## src/hdl/clt_pkg.sv

```systemverilog
package clt_pkg;

  // Field widths of the stream words.
  localparam int unsigned CharW   = 8;
  localparam int unsigned KindW   = 2;
  localparam int unsigned IdxW    = 3;
  localparam int unsigned StatusW = 2;
  localparam int unsigned CountW  = 4;
  localparam int unsigned StateW  = 3;

  // Packed word widths; the data words are rounded up to whole bytes.
  localparam int unsigned InDataW  = 8;
  localparam int unsigned OutDataW = 24;
  localparam int unsigned OutUserW = 3;

  // Register file.
  localparam int unsigned AddrW = 3;
  localparam logic [AddrW-1:0] AddrParseArgs = 3'd0;
  localparam logic [AddrW-1:0] AddrMaxArgs   = 3'd4;

  // Largest argument count the block can hold.
  localparam logic [CountW-1:0] MaxArgs = 4'd8;

  // Scanner states.
  localparam logic [StateW-1:0] StFindCmd   = 3'd0;
  localparam logic [StateW-1:0] StParseCmd  = 3'd1;
  localparam logic [StateW-1:0] StFindSlash = 3'd2;
  localparam logic [StateW-1:0] StFindArg   = 3'd3;
  localparam logic [StateW-1:0] StParseArg  = 3'd4;
  localparam logic [StateW-1:0] StFindVal   = 3'd5;
  localparam logic [StateW-1:0] StParseVal  = 3'd6;

  // Token kinds.
  localparam logic [KindW-1:0] KindSep   = 2'd0;
  localparam logic [KindW-1:0] KindCmd   = 2'd1;
  localparam logic [KindW-1:0] KindName  = 2'd2;
  localparam logic [KindW-1:0] KindValue = 2'd3;

  // Line status codes.
  localparam logic [StatusW-1:0] StatusOk      = 2'd0;
  localparam logic [StatusW-1:0] StatusNoCmd   = 2'd1;
  localparam logic [StatusW-1:0] StatusTooMany = 2'd2;

  // Character codes.
  localparam logic [CharW-1:0] ChDquote = 8'd34;
  localparam logic [CharW-1:0] ChSquote = 8'd39;
  localparam logic [CharW-1:0] ChSpace  = 8'd32;
  localparam logic [CharW-1:0] ChSlash  = 8'd47;
  localparam logic [CharW-1:0] ChUpperA = 8'd65;
  localparam logic [CharW-1:0] ChUpperZ = 8'd90;
  localparam logic [CharW-1:0] CaseOfs  = 8'd32;

  typedef struct packed {
    logic              parse_args;
    logic [CountW-1:0] max_args;
  } cfg_t;

  typedef struct packed {
    logic [CharW-1:0]   char_out;
    logic [KindW-1:0]   token_kind;
    logic               token_start;
    logic [IdxW-1:0]    arg_index;
    logic               line_done;
    logic [StatusW-1:0] status;
    logic [CountW-1:0]  arg_count;
  } res_t;

endpackage

```

## src/hdl/clt_cfg.sv

```systemverilog
module clt_cfg (
  input  logic                      clk_i,
  input  logic                      rst_ni,
  input  logic                      psel,
  input  logic                      penable,
  input  logic                      pwrite,
  input  logic [clt_pkg::AddrW-1:0] paddr,
  input  logic [31:0]               pwdata,
  output logic [31:0]               prdata,
  output logic                      pready,
  output clt_pkg::cfg_t             cfg_o
);
  import clt_pkg::*;

  logic              parse_args_q;
  logic [CountW-1:0] max_args_q;
  logic              wr_en;

  assign pready = 1'b1;
  assign wr_en  = psel && penable && pwrite;

  // Register writes in the access cycle.
  always_ff @(posedge clk_i or negedge rst_ni) begin
    if (!rst_ni) begin
      parse_args_q <= 1'b1;
      max_args_q   <= MaxArgs;
    end else if (wr_en) begin
      if (paddr == AddrParseArgs) begin
        parse_args_q <= pwdata[0];
      end
      if (paddr == AddrMaxArgs) begin
        max_args_q <= pwdata[CountW-1:0];
      end
    end
  end

  // Read back.
  always_comb begin
    prdata = '0;
    case (paddr)
      AddrParseArgs: prdata[0] = parse_args_q;
      AddrMaxArgs:   prdata[CountW-1:0] = max_args_q;
      default:       prdata = '0;
    endcase
  end

  assign cfg_o.parse_args = parse_args_q;
  assign cfg_o.max_args   = max_args_q;

endmodule

```

## src/hdl/clt_scan.sv

```systemverilog
module clt_scan (
  input  logic                      clk_i,
  input  logic                      rst_ni,
  input  clt_pkg::cfg_t             cfg_i,
  input  logic                      push_i,
  input  logic [clt_pkg::CharW-1:0] char_i,
  input  logic                      end_line_i,
  output clt_pkg::res_t             res_o
);
  import clt_pkg::*;

  logic [StateW-1:0] state_q, state_d;
  logic              quotes_q, quotes_d;
  logic [CountW-1:0] args_q, args_d;
  logic              cmd_q, cmd_d;
  logic              halted_q, halted_d;
  logic              ovf_q, ovf_d;

  logic [CharW-1:0]  ch;
  logic [CountW-1:0] limit;
  logic [CountW-1:0] idx_full;
  logic [KindW-1:0]  kind;
  logic              start;
  logic              is_space;
  logic              is_quote;

  // Character mapping: lower case outside values, control bytes to space.
  always_comb begin
    ch = char_i;
    if (state_q != StFindVal && state_q != StParseVal &&
        char_i >= ChUpperA && char_i <= ChUpperZ) begin
      ch = char_i + CaseOfs;
    end
    if (ch < ChSpace) begin
      ch = ChSpace;
    end
  end

  assign is_space = (ch == ChSpace);
  assign is_quote = (ch == ChDquote) || (ch == ChSquote);
  assign limit    = (cfg_i.max_args > MaxArgs) ? MaxArgs : cfg_i.max_args;

  // Next state and token tag for a character.
  always_comb begin
    state_d  = state_q;
    quotes_d = quotes_q;
    args_d   = args_q;
    cmd_d    = cmd_q;
    halted_d = halted_q;
    ovf_d    = ovf_q;
    kind     = KindSep;
    start    = 1'b0;
    if (!halted_q) begin
      case (state_q)
        StFindCmd: begin
          if (!is_space) begin
            kind    = KindCmd;
            start   = 1'b1;
            cmd_d   = 1'b1;
            state_d = StParseCmd;
          end
        end
        StParseCmd: begin
          if (is_space) begin
            if (!cfg_i.parse_args) begin
              halted_d = 1'b1;
            end else begin
              state_d = StFindSlash;
            end
          end else begin
            kind = KindCmd;
          end
        end
        StFindSlash: begin
          if (ch == ChSlash) begin
            state_d = StFindArg;
          end
        end
        StFindArg: begin
          if (!is_space) begin
            if (args_q >= limit) begin
              ovf_d    = 1'b1;
              halted_d = 1'b1;
            end else begin
              args_d  = args_q + 1'b1;
              kind    = KindName;
              start   = 1'b1;
              state_d = StParseArg;
            end
          end
        end
        StParseArg: begin
          if (is_space) begin
            state_d  = StFindVal;
            quotes_d = 1'b0;
          end else begin
            kind = KindName;
          end
        end
        StFindVal: begin
          if (!is_space) begin
            kind     = KindValue;
            start    = 1'b1;
            quotes_d = is_quote;
            state_d  = StParseVal;
          end
        end
        StParseVal: begin
          if (quotes_q) begin
            kind = KindValue;
            if (is_quote) begin
              quotes_d = 1'b0;
            end
          end else if (is_space) begin
            state_d = StFindSlash;
          end else begin
            kind = KindValue;
          end
        end
        default: state_d = StFindCmd;
      endcase
    end
  end

  assign idx_full = args_d - 1'b1;

  // Result word for the current input.
  always_comb begin
    res_o = '0;
    if (end_line_i) begin
      res_o.line_done = 1'b1;
      res_o.status    = ovf_q ? StatusTooMany : (cmd_q ? StatusOk : StatusNoCmd);
      res_o.arg_count = args_q;
    end else begin
      res_o.char_out    = ch;
      res_o.token_kind  = kind;
      res_o.token_start = start;
      if ((kind == KindName || kind == KindValue) && args_d != '0) begin
        res_o.arg_index = idx_full[IdxW-1:0];
      end
    end
  end

  // Line state, cleared by an end of line.
  always_ff @(posedge clk_i or negedge rst_ni) begin
    if (!rst_ni) begin
      state_q  <= StFindCmd;
      quotes_q <= 1'b0;
      args_q   <= '0;
      cmd_q    <= 1'b0;
      halted_q <= 1'b0;
      ovf_q    <= 1'b0;
    end else if (push_i) begin
      if (end_line_i) begin
        state_q  <= StFindCmd;
        quotes_q <= 1'b0;
        args_q   <= '0;
        cmd_q    <= 1'b0;
        halted_q <= 1'b0;
        ovf_q    <= 1'b0;
      end else begin
        state_q  <= state_d;
        quotes_q <= quotes_d;
        args_q   <= args_d;
        cmd_q    <= cmd_d;
        halted_q <= halted_d;
        ovf_q    <= ovf_d;
      end
    end
  end

endmodule

```

## src/hdl/clt_outbuf.sv

```systemverilog
module clt_outbuf (
  input  logic          clk_i,
  input  logic          rst_ni,
  input  logic          in_valid_i,
  output logic          in_ready_o,
  input  clt_pkg::res_t in_res_i,
  output logic          out_valid_o,
  input  logic          out_ready_i,
  output clt_pkg::res_t out_res_o
);
  import clt_pkg::*;

  logic out_valid_q;
  logic skid_valid_q;
  res_t out_q;
  res_t skid_q;
  logic push;

  assign in_ready_o = !skid_valid_q;
  assign push       = in_valid_i && in_ready_o;

  // Output register with one skid entry behind it.
  always_ff @(posedge clk_i or negedge rst_ni) begin
    if (!rst_ni) begin
      out_valid_q  <= 1'b0;
      skid_valid_q <= 1'b0;
    end else if (out_ready_i || !out_valid_q) begin
      if (skid_valid_q) begin
        out_valid_q  <= 1'b1;
        skid_valid_q <= 1'b0;
      end else begin
        out_valid_q <= push;
      end
    end else if (push) begin
      skid_valid_q <= 1'b1;
    end
  end

  // Payload moves without reset.
  always_ff @(posedge clk_i) begin
    if (out_ready_i || !out_valid_q) begin
      if (skid_valid_q) begin
        out_q <= skid_q;
      end else if (push) begin
        out_q <= in_res_i;
      end
    end else if (push) begin
      skid_q <= in_res_i;
    end
  end

  assign out_valid_o = out_valid_q;
  assign out_res_o   = out_q;

endmodule

```

## src/hdl/command_line_tokenizer.sv

```systemverilog
// Console line tokenizer. Each input word carries one byte of a line in
// tdata, and tlast set marks the end of the line instead of a byte. Every
// input word yields exactly one output word, registered in the output stage or
// held in the skid entry, and a new word is accepted in every cycle while the
// output side keeps up; the only limit is the single scanner state update per
// byte, and a one-word skid stage takes one more word while output is stalled.
// Byte results carry the mapped character, token kind, token start and
// argument index; the end-of-line result (tlast) carries the line status and
// argument count and clears the line state. Configure parse_args (0x0) and
// max_args (0x4) only while the stream is idle.
module command_line_tokenizer (
  input  logic                         clk_i,
  input  logic                         rst_ni,
  // Configuration port.
  input  logic                         psel,
  input  logic                         penable,
  input  logic                         pwrite,
  input  logic [clt_pkg::AddrW-1:0]    paddr,
  input  logic [31:0]                  pwdata,
  output logic [31:0]                  prdata,
  output logic                         pready,
  // Input stream.
  input  logic                         s_axis_tvalid,
  output logic                         s_axis_tready,
  input  logic [clt_pkg::InDataW-1:0]  s_axis_tdata,  // [7:0] char_in
  input  logic                         s_axis_tlast,  // end_line
  // Output stream.
  output logic                         m_axis_tvalid,
  input  logic                         m_axis_tready,
  // [7:0] char_out, [10:8] arg_index, [12:11] status, [16:13] arg_count
  output logic [clt_pkg::OutDataW-1:0] m_axis_tdata,
  // [1:0] token_kind, [2] token_start
  output logic [clt_pkg::OutUserW-1:0] m_axis_tuser,
  output logic                         m_axis_tlast   // line_done
);
  import clt_pkg::*;

  cfg_t cfg;
  res_t res;
  res_t out_res;
  logic push;

  assign push = s_axis_tvalid && s_axis_tready;

  clt_cfg u_cfg (
    .clk_i   (clk_i),
    .rst_ni  (rst_ni),
    .psel    (psel),
    .penable (penable),
    .pwrite  (pwrite),
    .paddr   (paddr),
    .pwdata  (pwdata),
    .prdata  (prdata),
    .pready  (pready),
    .cfg_o   (cfg)
  );

  clt_scan u_scan (
    .clk_i      (clk_i),
    .rst_ni     (rst_ni),
    .cfg_i      (cfg),
    .push_i     (push),
    .char_i     (s_axis_tdata[CharW-1:0]),
    .end_line_i (s_axis_tlast),
    .res_o      (res)
  );

  clt_outbuf u_outbuf (
    .clk_i       (clk_i),
    .rst_ni      (rst_ni),
    .in_valid_i  (s_axis_tvalid),
    .in_ready_o  (s_axis_tready),
    .in_res_i    (res),
    .out_valid_o (m_axis_tvalid),
    .out_ready_i (m_axis_tready),
    .out_res_o   (out_res)
  );

  // Pack the result word.
  assign m_axis_tdata = {7'd0, out_res.arg_count, out_res.status,
                         out_res.arg_index, out_res.char_out};
  assign m_axis_tuser = {out_res.token_start, out_res.token_kind};
  assign m_axis_tlast = out_res.line_done;

endmodule

```

## config.mk

```make
export PLATFORM = sky130hd
export DESIGN_NAME = command_line_tokenizer
export DESIGN_NICKNAME = d
export VERILOG_FILES = /design/src/hdl/clt_pkg.sv /design/src/hdl/clt_cfg.sv /design/src/hdl/clt_scan.sv /design/src/hdl/clt_outbuf.sv /design/src/hdl/command_line_tokenizer.sv
export SDC_FILE = /design/constraint.sdc
export NUM_CORES = 1
export LEC_CHECK = 0
export BUFFER_PORTS_ARGS = -buffer_cell sky130_fd_sc_hd__buf_2
export CAP_MARGIN = 30
export CORE_MARGIN = 3
export CORE_UTILIZATION = 35
export DETAILED_ROUTE_END_ITERATION = 16
export PLACE_DENSITY = 0.6
export SLEW_MARGIN = 0
export SYNTH_ARGS = -nofsm -noshare
export SYNTH_HDL_FRONTEND = slang
export SYNTH_HIERARCHICAL = 1
export SYNTH_SLANG_ARGS = --single-unit
```

## constraint.sdc

```tcl
create_clock -name clk_i -period 5.9 [get_ports clk_i]
set_clock_uncertainty 0.15 [all_clocks]
set_input_delay 1.475 -clock clk_i [delete_from_list [all_inputs] [get_ports clk_i]]
set_output_delay 1.475 -clock clk_i [all_outputs]
set_load 0.005 [all_outputs]
```

==> flow_summary.json <==
{
  "reg2reg_from": "u_cfg/max_args_q[3]",
  "initial_core_util_pct": 36.3,
  "viasPerCell": 4.84,
  "hold_viol_final": 0,
  "rr_worst_depth": 15,
  "first_pass_iters": 4,
  "final_nets": 413,
  "vias": 2384,
  "period_needed_ns": 3.99,
  "multi_input_area_um2": 1580,
  "async_flop_share_pct": 30.0,
  "cts_setup_buffers": 0,
  "fmax_mhz": 250,
  "io_pins": 114,
  "required_ns": 5.83,
  "tns_ns": 0,
  "startpoint": "s_axis_tdata[2]",
  "antenna_found_initial": 0,
  "areaGrowthSynthToFinish_pct": 12.7,
  "cts-hold-fix-buffers": 0,
  "syn_inst": 308,
  "slew-limit-headroom_pct": 53.6,
  "grt.overflow.total": 0,
  "finalInstanceArea_um2": 4040,
  "synth.cell_area_um2": 3580,
  "grt_pass1_vias": 2206,
  "reg2reg_to": "u_outbuf/out_res_o[9]",
  "drv_slew": 0,
  "final-seq-area_um2": 1710,
  "placedInstanceArea_um2": 3780,
  "routed_wl_mm": 6.44,
  "grt_max_degree": 29,
  "place_congestion": 0.798,
  "hpwlAfterDp_mm": 4.66,
  "finalSetupViolations": 0,
  "cts_buffer_depth": 2,
  "io_buffers": 49,
  "drv_cap": 0,
  "power_switching_uw": 466,
  "ys.flop_type": "edfxtp_1",
  "worstHoldStart": "u_cfg/max_args_q[1]",
  "postRouteAntennaNets": 0,
  "cp-start-kind": "input pin",
  "power_density_nw_per_um2": 370,
  "fill_cells": 931,
  "critical_path_class": "in -> reg",
  "numCtsBuffers": 9,
  "numClockSinks": 60,
  "synth_area_per_cell_um2": 11.6,
  "intPower_mw": 1.03,
  "r2r_setup_slack_ns": 2.59,
  "coreArea_um2": 9860,
  "synth_edf_count": 42,
  "dp_slack_ns": 1.55,
  "p_leak_nw": 1.69,
  "num_rows": 36,
  "endpoint": "u_outbuf/out_res_o[9]",
  "ys_ff_latch": 60,
  "antenna_cells": 0,
  "drt-initial-drc-count": 172,
  "die_height_um": 107,
  "arrival_ns": 3.92,
  "synthDistinctLibCells": 59,
  "grt_pass1_wl_mm": 10.7,
  "vdd.ir_drop.worst_mv": 0.138,
  "fp.dieW_um": 107,
  "yosys_warnings": 6,
  "h-tree-depth": 3,
  "cts.clk_slew.worst_paths_ns": 0.07,
  "cts_resized": 0,
  "p_clk_share_pct": 30.4,
  "swShare_pct": 31.2,
  "rsz0062_at_grt": "no",
  "die_area_um2": 11500,
  "cts_root_buffer": "clkbuf_8",
  "finalWorstSetupSlack_ns": 1.91,
  "whs_ns": 0.391,
  "p_comb_share_pct": 28.7,
  "tightest_slew_ns": 0.692,
  "cts_tree": "done",
  "wl_per_cell_um": 13.1,
  "status": "finished clean",
  "post_route_cells_drive_above_1_share_pct": 30.3,
  "grt_usage_pct": 11.7,
  "min_path_type": "reg -> reg",
  "fin_crit_sh_pct": 67.7,
  "seq_power_share_pct": 40.9,
  "ys_seq_area_share_pct": 47.8,
  "end_kind": "flop",
  "clk_latency_ns": 0.33,
  "path_max_fanout": 13,
  "drc": 0
}
## cells by family (layout without fill, tap and decap cells)
family	Yosys count	count (layout)	synth area share [%]
flops	60	60	47.8
other cells	3	36	0.314
fa+ha+maj	7	7	2.44
compound gates	57	57	11.8
mux	28	28	10.6
buf+inv	63	82	11.8
xor+xnor	7	7	1.71
simple gates	83	83	13.5
## stage by stage
stage	utilization (%)	cells	power, mW
2_1_floorplan	-	341	0.958
3_3_place_gp	38.3	476	1.03
3_5_place_dp	38.3	476	1.04
4_1_cts	40.8	492	1.50
5_1_grt	41.0	493	1.59
6_report	41.0	493	1.49
## worst max-delay path, stage by stage
cell	delay, ns
buf_2	0.13
or4_4	0.58
o211ai_1	0.24
nor4_1	0.07
buf_4	0.19
xnor2_1	0.19
inv_1	0.06
ha_1	0.22
inv_1	0.11
nor2_1	0.06
a211oi_1	0.23
a211oi_1	0.09
mux2_4	0.28
## flip-flops by register name (all words and copies together), names as in the netlist
| register | count |
|---|---|
| u_scan/ovf_q | 1 |
| u_cfg/max_args_q | 4 |
| u_outbuf/out_res_o | 21 |
| u_scan/state_q | 3 |
| u_scan/args_q | 4 |
| u_scan/halted_q | 1 |
| u_cfg/parse_args_q | 1 |
| u_outbuf/skid_q | 21 |
| u_outbuf/out_valid_o | 1 |
| u_scan/cmd_q | 1 |
| u_scan/quotes_q | 1 |
| u_outbuf/skid_valid_q | 1 |
## cell usage after synthesis, drive strengths merged, types with 2 or more instances
master   number  area share [%]
nand2b        4            0.70
and2         12             2.1
and4          2            0.49
a211oi        6             1.6
nand3         4            0.70
or3           2            0.35
o21ai         2            0.38
nor3b         3            0.63
o22ai         5            0.87
o31ai         3            0.77
clkbuf        5            0.52
dfrtp        16              11
edfxtp       42              35
a31oi         7             1.2
dfstp         2             1.5
nor3          6            0.84
xor2          3            0.73
o221ai        2            0.49
a211o         2            0.49
and3          6             1.0
buf          45             9.9
nor2b         6             1.0
nor4          3            0.52
nand4         2            0.35
xnor2         4            0.98
inv          13             1.4
nand2        11             1.2
o211ai        4            0.98
ha            7             2.4
o21a          3            0.84
conb          3            0.31
mux2         27              10
a21oi        15             2.1
a2111oi       2            0.49
nor2         16             1.7
## worst min-delay path by stage
stage / to / slack [ns] / cells after the start
floorplan: u_scan/cmd_q / 0.34 / 2
global placement: u_cfg/max_args_q[0] / 0.36 / 1
detailed placement: u_scan/cmd_q / 0.37 / 2
CTS: u_scan/cmd_q / 0.39 / 2
global route: u_outbuf/out_res_o[0] / 0.40 / 1
finish: u_cfg/max_args_q[1] / 0.39 / 1
## layer usage
| layer | track usage (%) | wire length [um] | vias to the layer above |
|---|---|---|---|
| met5 | 0 | 0 | - |
| met4 | 5.02 | 103 | 0 |
| met3 | 3.13 | 452 | 10 |
| met2 | 19.1 | 3100 | 95 |
| met1 | 14.5 | 2790 | 1118 |
| li1 | - | - | 1161 |
## power by group through the flow
| stage | combinational (mW) | sequential, mW | clock, mW |
|---|---|---|---|
| 6_report | 0.429 | 0.612 | 0.454 |
| 4_1_cts | 0.428 | 0.610 | 0.465 |
| 3_3_place_gp | 0.413 | 0.615 | 0 |
| 5_1_grt | 0.483 | 0.623 | 0.484 |
| 3_5_place_dp | 0.424 | 0.619 | 0 |
| 2_1_floorplan | 0.378 | 0.580 | 0 |
## layout make-up
cell class,count,area share [%]
timing repair buffer,53,7.00
sequential,60,42.4
clock buffer,10,3.41
multi-input combinational,218,39.1
inverter,13,1.21
clock inverter,6,2.76
tap,133,4.12
## placed cells by master (no fill, tap or decap), types with 7 or more instances in the layout
| cell type | n |
|---|---|
| nor2_1 | 16 |
| mux2_4 | 18 |
| nand2_1 | 11 |
| dfrtp_1 | 16 |
| buf_2 | 49 |
| clkbuf_8 | 10 |
| ha_1 | 7 |
| a21oi_1 | 15 |
| a31oi_1 | 7 |
| edfxtp_1 | 42 |
| conb_1 | 36 |
| mux2_2 | 9 |
| and2_1 | 12 |
| inv_1 | 13 |
Power figures use the tool's default switching activity.
